$ cat src/rtl/cldf_pkg.sv
// ----------------------------------------------------------------------------
// cldf_pkg
// Shared types, codes and the byte-wise CRC-32 update for the length-prefixed
// frame deframer.
// ----------------------------------------------------------------------------
package cldf_pkg;

    localparam logic [7:0]  START_BYTE      = 8'h24;
    localparam logic [31:0] CRC_POLY        = 32'hEDB8_8320;
    localparam logic [31:0] CRC_INIT        = 32'hFFFF_FFFF;
    localparam logic [23:0] LEN_SAT         = 24'hFF_FFFF;
    localparam logic [23:0] MAX_LEN_RESET   = 24'd65536;

    localparam logic [1:0]  PH_HUNT         = 2'd0;
    localparam logic [1:0]  PH_LEN          = 2'd1;
    localparam logic [1:0]  PH_DATA         = 2'd2;
    localparam logic [1:0]  PH_CRC          = 2'd3;

    localparam logic [1:0]  LANE_LAST       = 2'd3;

    localparam logic [2:0]  KIND_PAYLOAD    = 3'd0;
    localparam logic [2:0]  KIND_GOOD       = 3'd1;
    localparam logic [2:0]  KIND_BAD_CRC    = 3'd2;
    localparam logic [2:0]  KIND_OVERSIZE   = 3'd3;
    localparam logic [2:0]  KIND_STRAY      = 3'd4;

    typedef struct packed {
        logic [2:0]  kind;
        logic [7:0]  data;
        logic [23:0] frame_length;
        logic [31:0] computed_crc;
    } result_t;

    typedef struct packed {
        logic    emit;
        result_t res;
    } engine_out_t;

    function automatic logic [31:0] crc_byte(input logic [31:0] crc, input logic [7:0] b);
        logic [31:0] c;
        c = crc ^ {24'd0, b};
        for (int i = 0; i < 8; i++) begin
            c = c[0] ? ((c >> 1) ^ CRC_POLY) : (c >> 1);
        end
        return c;
    endfunction

endpackage

$ cat src/rtl/cldf_channels.sv
// ----------------------------------------------------------------------------
// cldf channel interfaces
// Valid/ready channels for received bytes, results and the config write.
// ----------------------------------------------------------------------------
interface cldf_rx_if
    import cldf_pkg::*;
();
    logic       valid;
    logic       ready;
    logic [7:0] rx_byte;

    modport source (output valid, output rx_byte, input ready);
    modport sink   (input valid, input rx_byte, output ready);
endinterface

interface cldf_res_if
    import cldf_pkg::*;
();
    logic        valid;
    logic        ready;
    logic [2:0]  kind;
    logic [7:0]  data;
    logic [23:0] frame_length;
    logic [31:0] computed_crc;

    modport source (output valid, output kind, output data, output frame_length,
                    output computed_crc, input ready);
    modport sink   (input valid, input kind, input data, input frame_length,
                    input computed_crc, output ready);
endinterface

interface cldf_cfg_if
    import cldf_pkg::*;
();
    logic        valid;
    logic        ready;
    logic [23:0] max_payload_length;

    modport source (output valid, output max_payload_length, input ready);
    modport sink   (input valid, input max_payload_length, output ready);
endinterface

$ cat src/rtl/cldf_engine.sv
// ----------------------------------------------------------------------------
// cldf_engine
// Frame parser state and per-beat CRC update; one byte per enabled cycle.
// ----------------------------------------------------------------------------
module cldf_engine
    import cldf_pkg::*;
(
    input  logic        clk,
    input  logic        rst_n,
    input  logic        step,
    input  logic [7:0]  rx_byte,
    input  logic [23:0] max_len,
    output engine_out_t eout
);

    logic [1:0]  phase_reg, phase_next;
    logic [23:0] count_reg, count_next;
    logic [23:0] len_reg,   len_next;
    logic [31:0] crc_reg,   crc_next;
    logic [23:0] rcrc_reg,  rcrc_next;

    logic [31:0] crc_upd;
    logic [1:0]  lane;
    logic [31:0] full_len;
    logic [23:0] sat_len;
    logic [31:0] full_rcrc;
    logic [23:0] count_inc;

    assign crc_upd   = crc_byte(crc_reg, rx_byte);
    assign lane      = count_reg[1:0];
    assign full_len  = {rx_byte, len_reg};
    assign sat_len   = (full_len[31:24] != 8'd0) ? LEN_SAT : full_len[23:0];
    assign full_rcrc = {rx_byte, rcrc_reg};
    assign count_inc = count_reg + 24'd1;

    always_comb
    begin
        phase_next = phase_reg;
        count_next = count_reg;
        len_next   = len_reg;
        crc_next   = crc_reg;
        rcrc_next  = rcrc_reg;
        eout       = '0;
        unique case (phase_reg)
            PH_LEN:
            begin
                crc_next = crc_upd;
                if (lane != LANE_LAST)
                begin
                    count_next = count_inc;
                    case (lane)
                        2'd0:    len_next[7:0]   = rx_byte;
                        2'd1:    len_next[15:8]  = rx_byte;
                        default: len_next[23:16] = rx_byte;
                    endcase
                end
                else
                begin
                    count_next = '0;
                    len_next   = sat_len;
                    rcrc_next  = '0;
                    if (full_len > {8'd0, max_len})
                    begin
                        eout.emit                 = 1'b1;
                        eout.res.kind             = KIND_OVERSIZE;
                        eout.res.frame_length     = sat_len;
                        eout.res.computed_crc     = ~crc_upd;
                        phase_next                = PH_HUNT;
                    end
                    else
                    begin
                        phase_next = (full_len == 32'd0) ? PH_CRC : PH_DATA;
                    end
                end
            end
            PH_DATA:
            begin
                crc_next              = crc_upd;
                eout.emit             = 1'b1;
                eout.res.kind         = KIND_PAYLOAD;
                eout.res.data         = rx_byte;
                eout.res.frame_length = len_reg;
                eout.res.computed_crc = ~crc_upd;
                if (count_inc >= len_reg)
                begin
                    phase_next = PH_CRC;
                    count_next = '0;
                    rcrc_next  = '0;
                end
                else
                begin
                    count_next = count_inc;
                end
            end
            PH_CRC:
            begin
                if (lane != LANE_LAST)
                begin
                    count_next = count_inc;
                    case (lane)
                        2'd0:    rcrc_next[7:0]   = rx_byte;
                        2'd1:    rcrc_next[15:8]  = rx_byte;
                        default: rcrc_next[23:16] = rx_byte;
                    endcase
                end
                else
                begin
                    eout.emit             = 1'b1;
                    eout.res.kind         = (full_rcrc == ~crc_reg) ? KIND_GOOD : KIND_BAD_CRC;
                    eout.res.frame_length = len_reg;
                    eout.res.computed_crc = ~crc_reg;
                    phase_next            = PH_HUNT;
                    count_next            = '0;
                end
            end
            default:
            begin
                if (rx_byte == START_BYTE)
                begin
                    crc_next   = crc_byte(CRC_INIT, START_BYTE);
                    len_next   = '0;
                    rcrc_next  = '0;
                    count_next = '0;
                    phase_next = PH_LEN;
                end
                else
                begin
                    eout.emit     = 1'b1;
                    eout.res.kind = KIND_STRAY;
                    eout.res.data = rx_byte;
                end
            end
        endcase
    end

    always_ff @(posedge clk or negedge rst_n)
    begin
        if (!rst_n)
        begin
            phase_reg <= PH_HUNT;
            count_reg <= '0;
            len_reg   <= '0;
            crc_reg   <= CRC_INIT;
            rcrc_reg  <= '0;
        end
        else if (step)
        begin
            phase_reg <= phase_next;
            count_reg <= count_next;
            len_reg   <= len_next;
            crc_reg   <= crc_next;
            rcrc_reg  <= rcrc_next;
        end
    end

endmodule

$ cat src/rtl/crc32_length_frame_deframer_core.sv
// ----------------------------------------------------------------------------
// crc32_length_frame_deframer_core
// Length-prefixed frame deframer with CRC-32 check, one byte per beat.
// Timing: a result is registered at the edge at which its byte leaves the input
//   register; a stalled result channel can hold the byte in the input register.
// Throughput: one byte per cycle while the result channel is not stalled; the
//   byte-wise CRC update and parser step lie between the input and result registers.
// Reset: parser hunts for a start byte, CRC all ones, max length 65536.
// ----------------------------------------------------------------------------
module crc32_length_frame_deframer_core
    import cldf_pkg::*;
(
    input  logic       clk,
    input  logic       rst_n,
    cldf_rx_if.sink    rx,
    cldf_cfg_if.sink   cfg,
    cldf_res_if.source res
);

    logic        in_valid_reg;
    logic [7:0]  in_byte_reg;
    logic        out_valid_reg;
    result_t     out_reg;
    logic [23:0] max_len_reg;

    logic        advance;
    engine_out_t eout;

    assign advance  = in_valid_reg && (!out_valid_reg || res.ready);
    assign rx.ready = !in_valid_reg || advance;
    assign cfg.ready = 1'b1;

    cldf_engine u_engine (
        .clk     (clk),
        .rst_n   (rst_n),
        .step    (advance),
        .rx_byte (in_byte_reg),
        .max_len (max_len_reg),
        .eout    (eout)
    );

    always_ff @(posedge clk or negedge rst_n)
    begin
        if (!rst_n)
        begin
            in_valid_reg  <= 1'b0;
            out_valid_reg <= 1'b0;
            max_len_reg   <= MAX_LEN_RESET;
        end
        else
        begin
            if (rx.valid && rx.ready)
                in_valid_reg <= 1'b1;
            else if (advance)
                in_valid_reg <= 1'b0;

            if (advance)
                out_valid_reg <= eout.emit;
            else if (res.ready)
                out_valid_reg <= 1'b0;

            if (cfg.valid)
                max_len_reg <= cfg.max_payload_length;
        end
    end

    always_ff @(posedge clk)
    begin
        if (rx.valid && rx.ready)
            in_byte_reg <= rx.rx_byte;
        if (advance && eout.emit)
            out_reg <= eout.res;
    end

    assign res.valid        = out_valid_reg;
    assign res.kind         = out_reg.kind;
    assign res.data         = out_reg.data;
    assign res.frame_length = out_reg.frame_length;
    assign res.computed_crc = out_reg.computed_crc;

endmodule

$ cat src/flat_wrapper.sv
// flat-port wrapper written by rule: the top's interface ports become plain ports
module crc32_length_frame_deframer_core_flat import cldf_pkg::*;
  (clk, rst_n, rx_valid, rx_rx_byte, rx_ready, cfg_valid, cfg_max_payload_length, cfg_ready, res_valid, res_kind, res_data, res_frame_length, res_computed_crc, res_ready);
  cldf_rx_if rx_i ();
  cldf_cfg_if cfg_i ();
  cldf_res_if res_i ();
  input  logic clk;
  input  logic rst_n;
  input wire logic [$bits(rx_i.valid)-1:0] rx_valid;
  input wire logic [$bits(rx_i.rx_byte)-1:0] rx_rx_byte;
  output wire logic [$bits(rx_i.ready)-1:0] rx_ready;
  input wire logic [$bits(cfg_i.valid)-1:0] cfg_valid;
  input wire logic [$bits(cfg_i.max_payload_length)-1:0] cfg_max_payload_length;
  output wire logic [$bits(cfg_i.ready)-1:0] cfg_ready;
  output wire logic [$bits(res_i.valid)-1:0] res_valid;
  output wire logic [$bits(res_i.kind)-1:0] res_kind;
  output wire logic [$bits(res_i.data)-1:0] res_data;
  output wire logic [$bits(res_i.frame_length)-1:0] res_frame_length;
  output wire logic [$bits(res_i.computed_crc)-1:0] res_computed_crc;
  input wire logic [$bits(res_i.ready)-1:0] res_ready;
  assign rx_i.valid = rx_valid;
  assign rx_i.rx_byte = rx_rx_byte;
  assign rx_ready = rx_i.ready;
  assign cfg_i.valid = cfg_valid;
  assign cfg_i.max_payload_length = cfg_max_payload_length;
  assign cfg_ready = cfg_i.ready;
  assign res_valid = res_i.valid;
  assign res_kind = res_i.kind;
  assign res_data = res_i.data;
  assign res_frame_length = res_i.frame_length;
  assign res_computed_crc = res_i.computed_crc;
  assign res_i.ready = res_ready;
  crc32_length_frame_deframer_core u_core (.clk(clk), .rst_n(rst_n), .rx(rx_i), .cfg(cfg_i), .res(res_i));
endmodule
$ cat config.mk
export PLATFORM = sky130hd
export DESIGN_NAME = crc32_length_frame_deframer_core_flat
export DESIGN_NICKNAME = d
export VERILOG_FILES = /design/src/rtl/cldf_pkg.sv /design/src/rtl/cldf_channels.sv /design/src/rtl/cldf_engine.sv /design/src/rtl/crc32_length_frame_deframer_core.sv /design/src/flat_wrapper.sv
export SDC_FILE = /design/constraint.sdc
export NUM_CORES = 1
export LEC_CHECK = 0
export ABC_AREA = 1
export BUFFER_PORTS_ARGS = -buffer_cell sky130_fd_sc_hd__buf_2
export CORE_MARGIN = 2
export CORE_UTILIZATION = 60
export CTS_CLUSTER_SIZE = 24
export DETAILED_ROUTE_END_ITERATION = 8
export PLACE_DENSITY = 0.9
export SLEW_MARGIN = 20
export SYNTH_ARGS = -nofsm -noshare
export SYNTH_HDL_FRONTEND = slang
export SYNTH_SLANG_ARGS = --single-unit
export TNS_END_PERCENT = 30
$ cat constraint.sdc
create_clock -name clk -period 4.8 [get_ports clk]
set_clock_uncertainty 0.2 [all_clocks]
set_input_delay 0.48 -clock clk [delete_from_list [all_inputs] [get_ports clk]]
set_output_delay 0.48 -clock clk [all_outputs]
set_load 0.03 [all_outputs]
==> results_tabular.tex <==
\begin{tabular}{lr}
\hline
Metric & Value \\
\hline
\multicolumn{2}{l}{\textbf{Finish}} \\
Area growth from synthesis to layout & 15.4\% \\
Inserted Diodes & 0 \\
Fraction of layout instances using a drive strength above 1 & 14.0\% \\
Nets & 1643 \\
Filler-free cell count of the finished design & 1831 \\
\multicolumn{2}{l}{\textbf{Yosys}} \\
Most frequently used cell type in the post-synthesis netlist & sky130\_fd\_sc\_hd\_\_nand2\_1 \\
Count of flip-flops with a built-in enable after synthesis & 75 \\
Largest family of logic cells by synthesized area & simple AND/OR/NAND/NOR gates \\
Post-synthesis share of cell area spent on and, or, nand and nor gates & 19.5\% \\
Fraction of the mapped netlist area in adder cells & 5.89\% \\
Fraction of synthesized area in multiplexers & 0.0946\% \\
Cell taking the most area after synthesis & sky130\_fd\_sc\_hd\_\_dfrtp\_1 \\
Yosys top cell area share & 20.8\% \\
Post-synthesis xor/xnor area fraction & 8.58\% \\
Post-Syn Area & 11900 um\^{}2 \\
Cell variety after synth & 41 \\
Top flip-flop cell by instance count after synthesis & sky130\_fd\_sc\_hd\_\_dfrtp\_1 \\
Number of warnings reported in the yosys synthesis log & 0 \\
Seq cells post-synth & 207 \\
Mean area per synthesized cell & 8.37 um\^{}2 \\
Share of synthesized area occupied by flip-flops and latches & 47.0\% \\
Area fraction in compound gates after synthesis & 11.4\% \\
Share of async-settable or async-resettable flops after synthesis & 63.8\% \\
Gate count of the mapped netlist & 1422 \\
Leading post-synthesis cells by instance count & sky130\_fd\_sc\_hd\_\_nand2\_1, sky130\_fd\_sc\_hd\_\_inv\_1, sky130\_fd\_sc\_hd\_\_o21ai\_0 \\
Top cells by area, synth & sky130\_fd\_sc\_hd\_\_dfrtp\_1, sky130\_fd\_sc\_hd\_\_edfxtp\_1, sky130\_fd\_sc\_hd\_\_nand2\_1 \\
Post-Syn Nets & 1515 \\
\multicolumn{2}{l}{\textbf{Power and ir drop}} \\
Power per cell area & 603 nW/um\^{}2 \\
Leak & 6.40 nW \\
Worst vdd ir & 0.000321 V \\
\multicolumn{2}{l}{\textbf{Global route}} \\
Global Route Usage Sum & 31.1\% \\
Global-route wire length before repair & 51000 um \\
Number of antenna violations at the first check in global routing & 0 \\
Largest net degree at the start of global routing & 76 \\
Vias in the first global route & 10086 \\
Overflow left after global routing & 0 \\
\multicolumn{2}{l}{\textbf{Clocking}} \\
Cell at the root of the clock tree & sky130\_fd\_sc\_hd\_\_clkbuf\_16 \\
Clock latency on the worst-skew pair & 510 ps \\
Clock Path Buffers & 3 \\
CTS tree & done \\
Clock buffer count from CTS & 23 \\
Total number of H-tree levels & 1 \\
Clock-pin slew on the worst setup and hold paths & 60 ps \\
Clock Sinks & 207 \\
\multicolumn{2}{l}{\textbf{Timing}} \\
Number of hold violations in the final report & 0 \\
Achievable frequency & 225 MHz \\
Final setup TNS & 0 ps \\
Count of final setup violators & 0 \\
Post-layout min period & 4440 ps \\
Period utilization & 92.5\% \\
Min setup slack post-route & 359 ps \\
Worst-margin pin slew & 1120 ps \\
Total count of max-transition violations in the final report & 0 \\
Slew margin rel. & 24.8\% \\
RSZ-0062 raised after global routing & no \\
\multicolumn{2}{l}{\textbf{Floorplanning}} \\
Chip Height & 145 um \\
Die Outline Area & 21000 um\^{}2 \\
Number of primary I/O pins & 107 \\
Placeable core region & 19500 um\^{}2 \\
Starting density of the core & 61.1\% \\
Std-Cell Rows & 51 \\
Die X-Extent & 145 um \\
\multicolumn{2}{l}{\textbf{Worst hold path}} \\
Worst hold-check path type & input port to flip-flop \\
\multicolumn{2}{l}{\textbf{Run status}} \\
Run status & finished, final reports clean \\
\multicolumn{2}{l}{\textbf{Worst setup path}} \\
Type of element launching the critical path & flip-flop \\
Critical path start-end classification & flip-flop to flip-flop \\
Endpoint type of the worst setup path & flip-flop \\
Critical path fanouts, max & 16 \\
Worst path required time & 5000 ps \\
Worst Path Arrival & 4640 ps \\
\multicolumn{2}{l}{\textbf{Placement}} \\
IO buf count & 105 \\
Dpl cells & 1757 \\
Pre-CTS setup slack & 450 ps \\
Placer's final routability congestion estimate & 0.954 \\
DPL Wire Length & 22500 um \\
\multicolumn{2}{l}{\textbf{Drt}} \\
Drt initial violations & 1392 \\
Number of routed nets with antenna violations & 0 \\
Vias after detailed routing & 10722 \\
Number of iterations in the first detailed-routing pass & 7 \\
Average wire length per cell after detail routing & 17.8 um \\
Vias/cell & 5.86 \\
Total wire length after detailed routing & 32600 um \\
Drt drc & 0 \\
\multicolumn{2}{l}{\textbf{Run}} \\
Maximum capacitance violations & 0 \\
\hline
\end{tabular}
-- routing by layer --
layer | share of wire, % | up-vias | global-route usage, %
met4 | 3.2 | 0 | 10.2
met5 | 0 | - | 0
li1 | - | 4900 | -
met1 | 39 | 4998 | 41.9
met3 | 12 | 124 | 8.65
met2 | 46 | 700 | 48.9
-- final timing paths --
kind	start	end	slack (ps)	cells after the start
setup reg to reg	u_core.u_engine.count_reg[0]	u_core.u_engine.rcrc_reg[13]	360	19
hold / removal	cfg_max_payload_length[0]	u_core.max_len_reg[0]	8	2
hold reg to reg	u_core.max_len_reg[16]	u_core.max_len_reg[16]	310	2
max in group asynchronous	rst_n	u_core.u_engine.len_reg[11]	2990	4
min in group asynchronous	rst_n	u_core.u_engine.rcrc_reg[15]	270	2
setup / recovery	u_core.u_engine.count_reg[0]	u_core.u_engine.rcrc_reg[13]	360	19
-- repair_timing --
action                     4_1_cts  5_1_grt
buffers inserted                 0        1
setup endpoints to repair        0       10
resized for setup                0        1
hold endpoints to repair        80        0
hold buffers                    31        0
-- critical path, stage by stage, from the launching register on --
cell	delay, ps
sky130_fd_sc_hd__dfrtp_1	450
sky130_fd_sc_hd__nand3_1	150
sky130_fd_sc_hd__inv_1	120
sky130_fd_sc_hd__nand3_1	110
sky130_fd_sc_hd__nor2_1	210
sky130_fd_sc_hd__nand2_1	120
sky130_fd_sc_hd__nor2_1	180
sky130_fd_sc_hd__nand2_1	150
sky130_fd_sc_hd__nor2_1	160
sky130_fd_sc_hd__xor2_1	200
sky130_fd_sc_hd__inv_1	80
sky130_fd_sc_hd__ha_1	300
sky130_fd_sc_hd__nand2_1	70
sky130_fd_sc_hd__nor2_1	140
sky130_fd_sc_hd__nand4_1	140
sky130_fd_sc_hd__nor2_1	140
sky130_fd_sc_hd__nand2_1	110
sky130_fd_sc_hd__nand4_1	440
sky130_fd_sc_hd__nand3_1	500
sky130_fd_sc_hd__o21ai_0	340
-- cell usage in the layout (no fill, tap or decap), types with 15 or more instances in the layout --
master / n
sky130_fd_sc_hd__nor2_1: 62
sky130_fd_sc_hd__a21oi_1: 86
sky130_fd_sc_hd__nand4_1: 28
sky130_fd_sc_hd__edfxtp_1: 75
sky130_fd_sc_hd__nand2_1: 407
sky130_fd_sc_hd__inv_1: 176
sky130_fd_sc_hd__ha_1: 56
sky130_fd_sc_hd__clkbuf_16: 23
sky130_fd_sc_hd__xnor2_1: 15
sky130_fd_sc_hd__dlygate4sd3_1: 31
sky130_fd_sc_hd__o21ai_0: 118
sky130_fd_sc_hd__dfstp_2: 33
sky130_fd_sc_hd__dfrtp_1: 99
sky130_fd_sc_hd__o22ai_1: 36
sky130_fd_sc_hd__xor2_1: 86
sky130_fd_sc_hd__nand3_1: 28
sky130_fd_sc_hd__buf_2: 104
-- power breakdown --
part,internal [mW],switching (mW)
logic,1.21,2.54
registers,2.40,0.415
clock network,1.02,0.704
-- logic make-up (layout without fill, tap and decap cells) --
| logic type | count (synthesis) | count (layout) |
|---|---|---|
| flops | 207 | 207 |
| compound gates | 255 | 255 |
| mux | 1 | 1 |
| buf+inv | 231 | 375 |
| fa+ha+maj | 56 | 56 |
| simple gates | 563 | 563 |
| xor+xnor | 108 | 108 |
| other cells | 1 | 1 |
-- final cells by class --
class | count | area [um^2]
fillers | 1313 | 5740
flip-flops and latches | 207 | 5600
multi-input cells | 984 | 5420
repair buffers | 149 | 961
inverters | 185 | 694
clock buffers | 30 | 622
well taps | 265 | 332
clock inverters | 11 | 105
-- through the flow --
step	area [um^2]	utilization, %	hold WS (ps)	power [mW]
floorplan	11900	-	-15.6	5.40
global placement	12700	65.0	289	6.20
detailed placement	12700	65.0	297	6.37
CTS	13700	70.4	3.02	8.17
global route	13700	70.5	3.87	8.71
finish	13700	70.5	8.19	8.28
(Power assumes the default switching activity.)
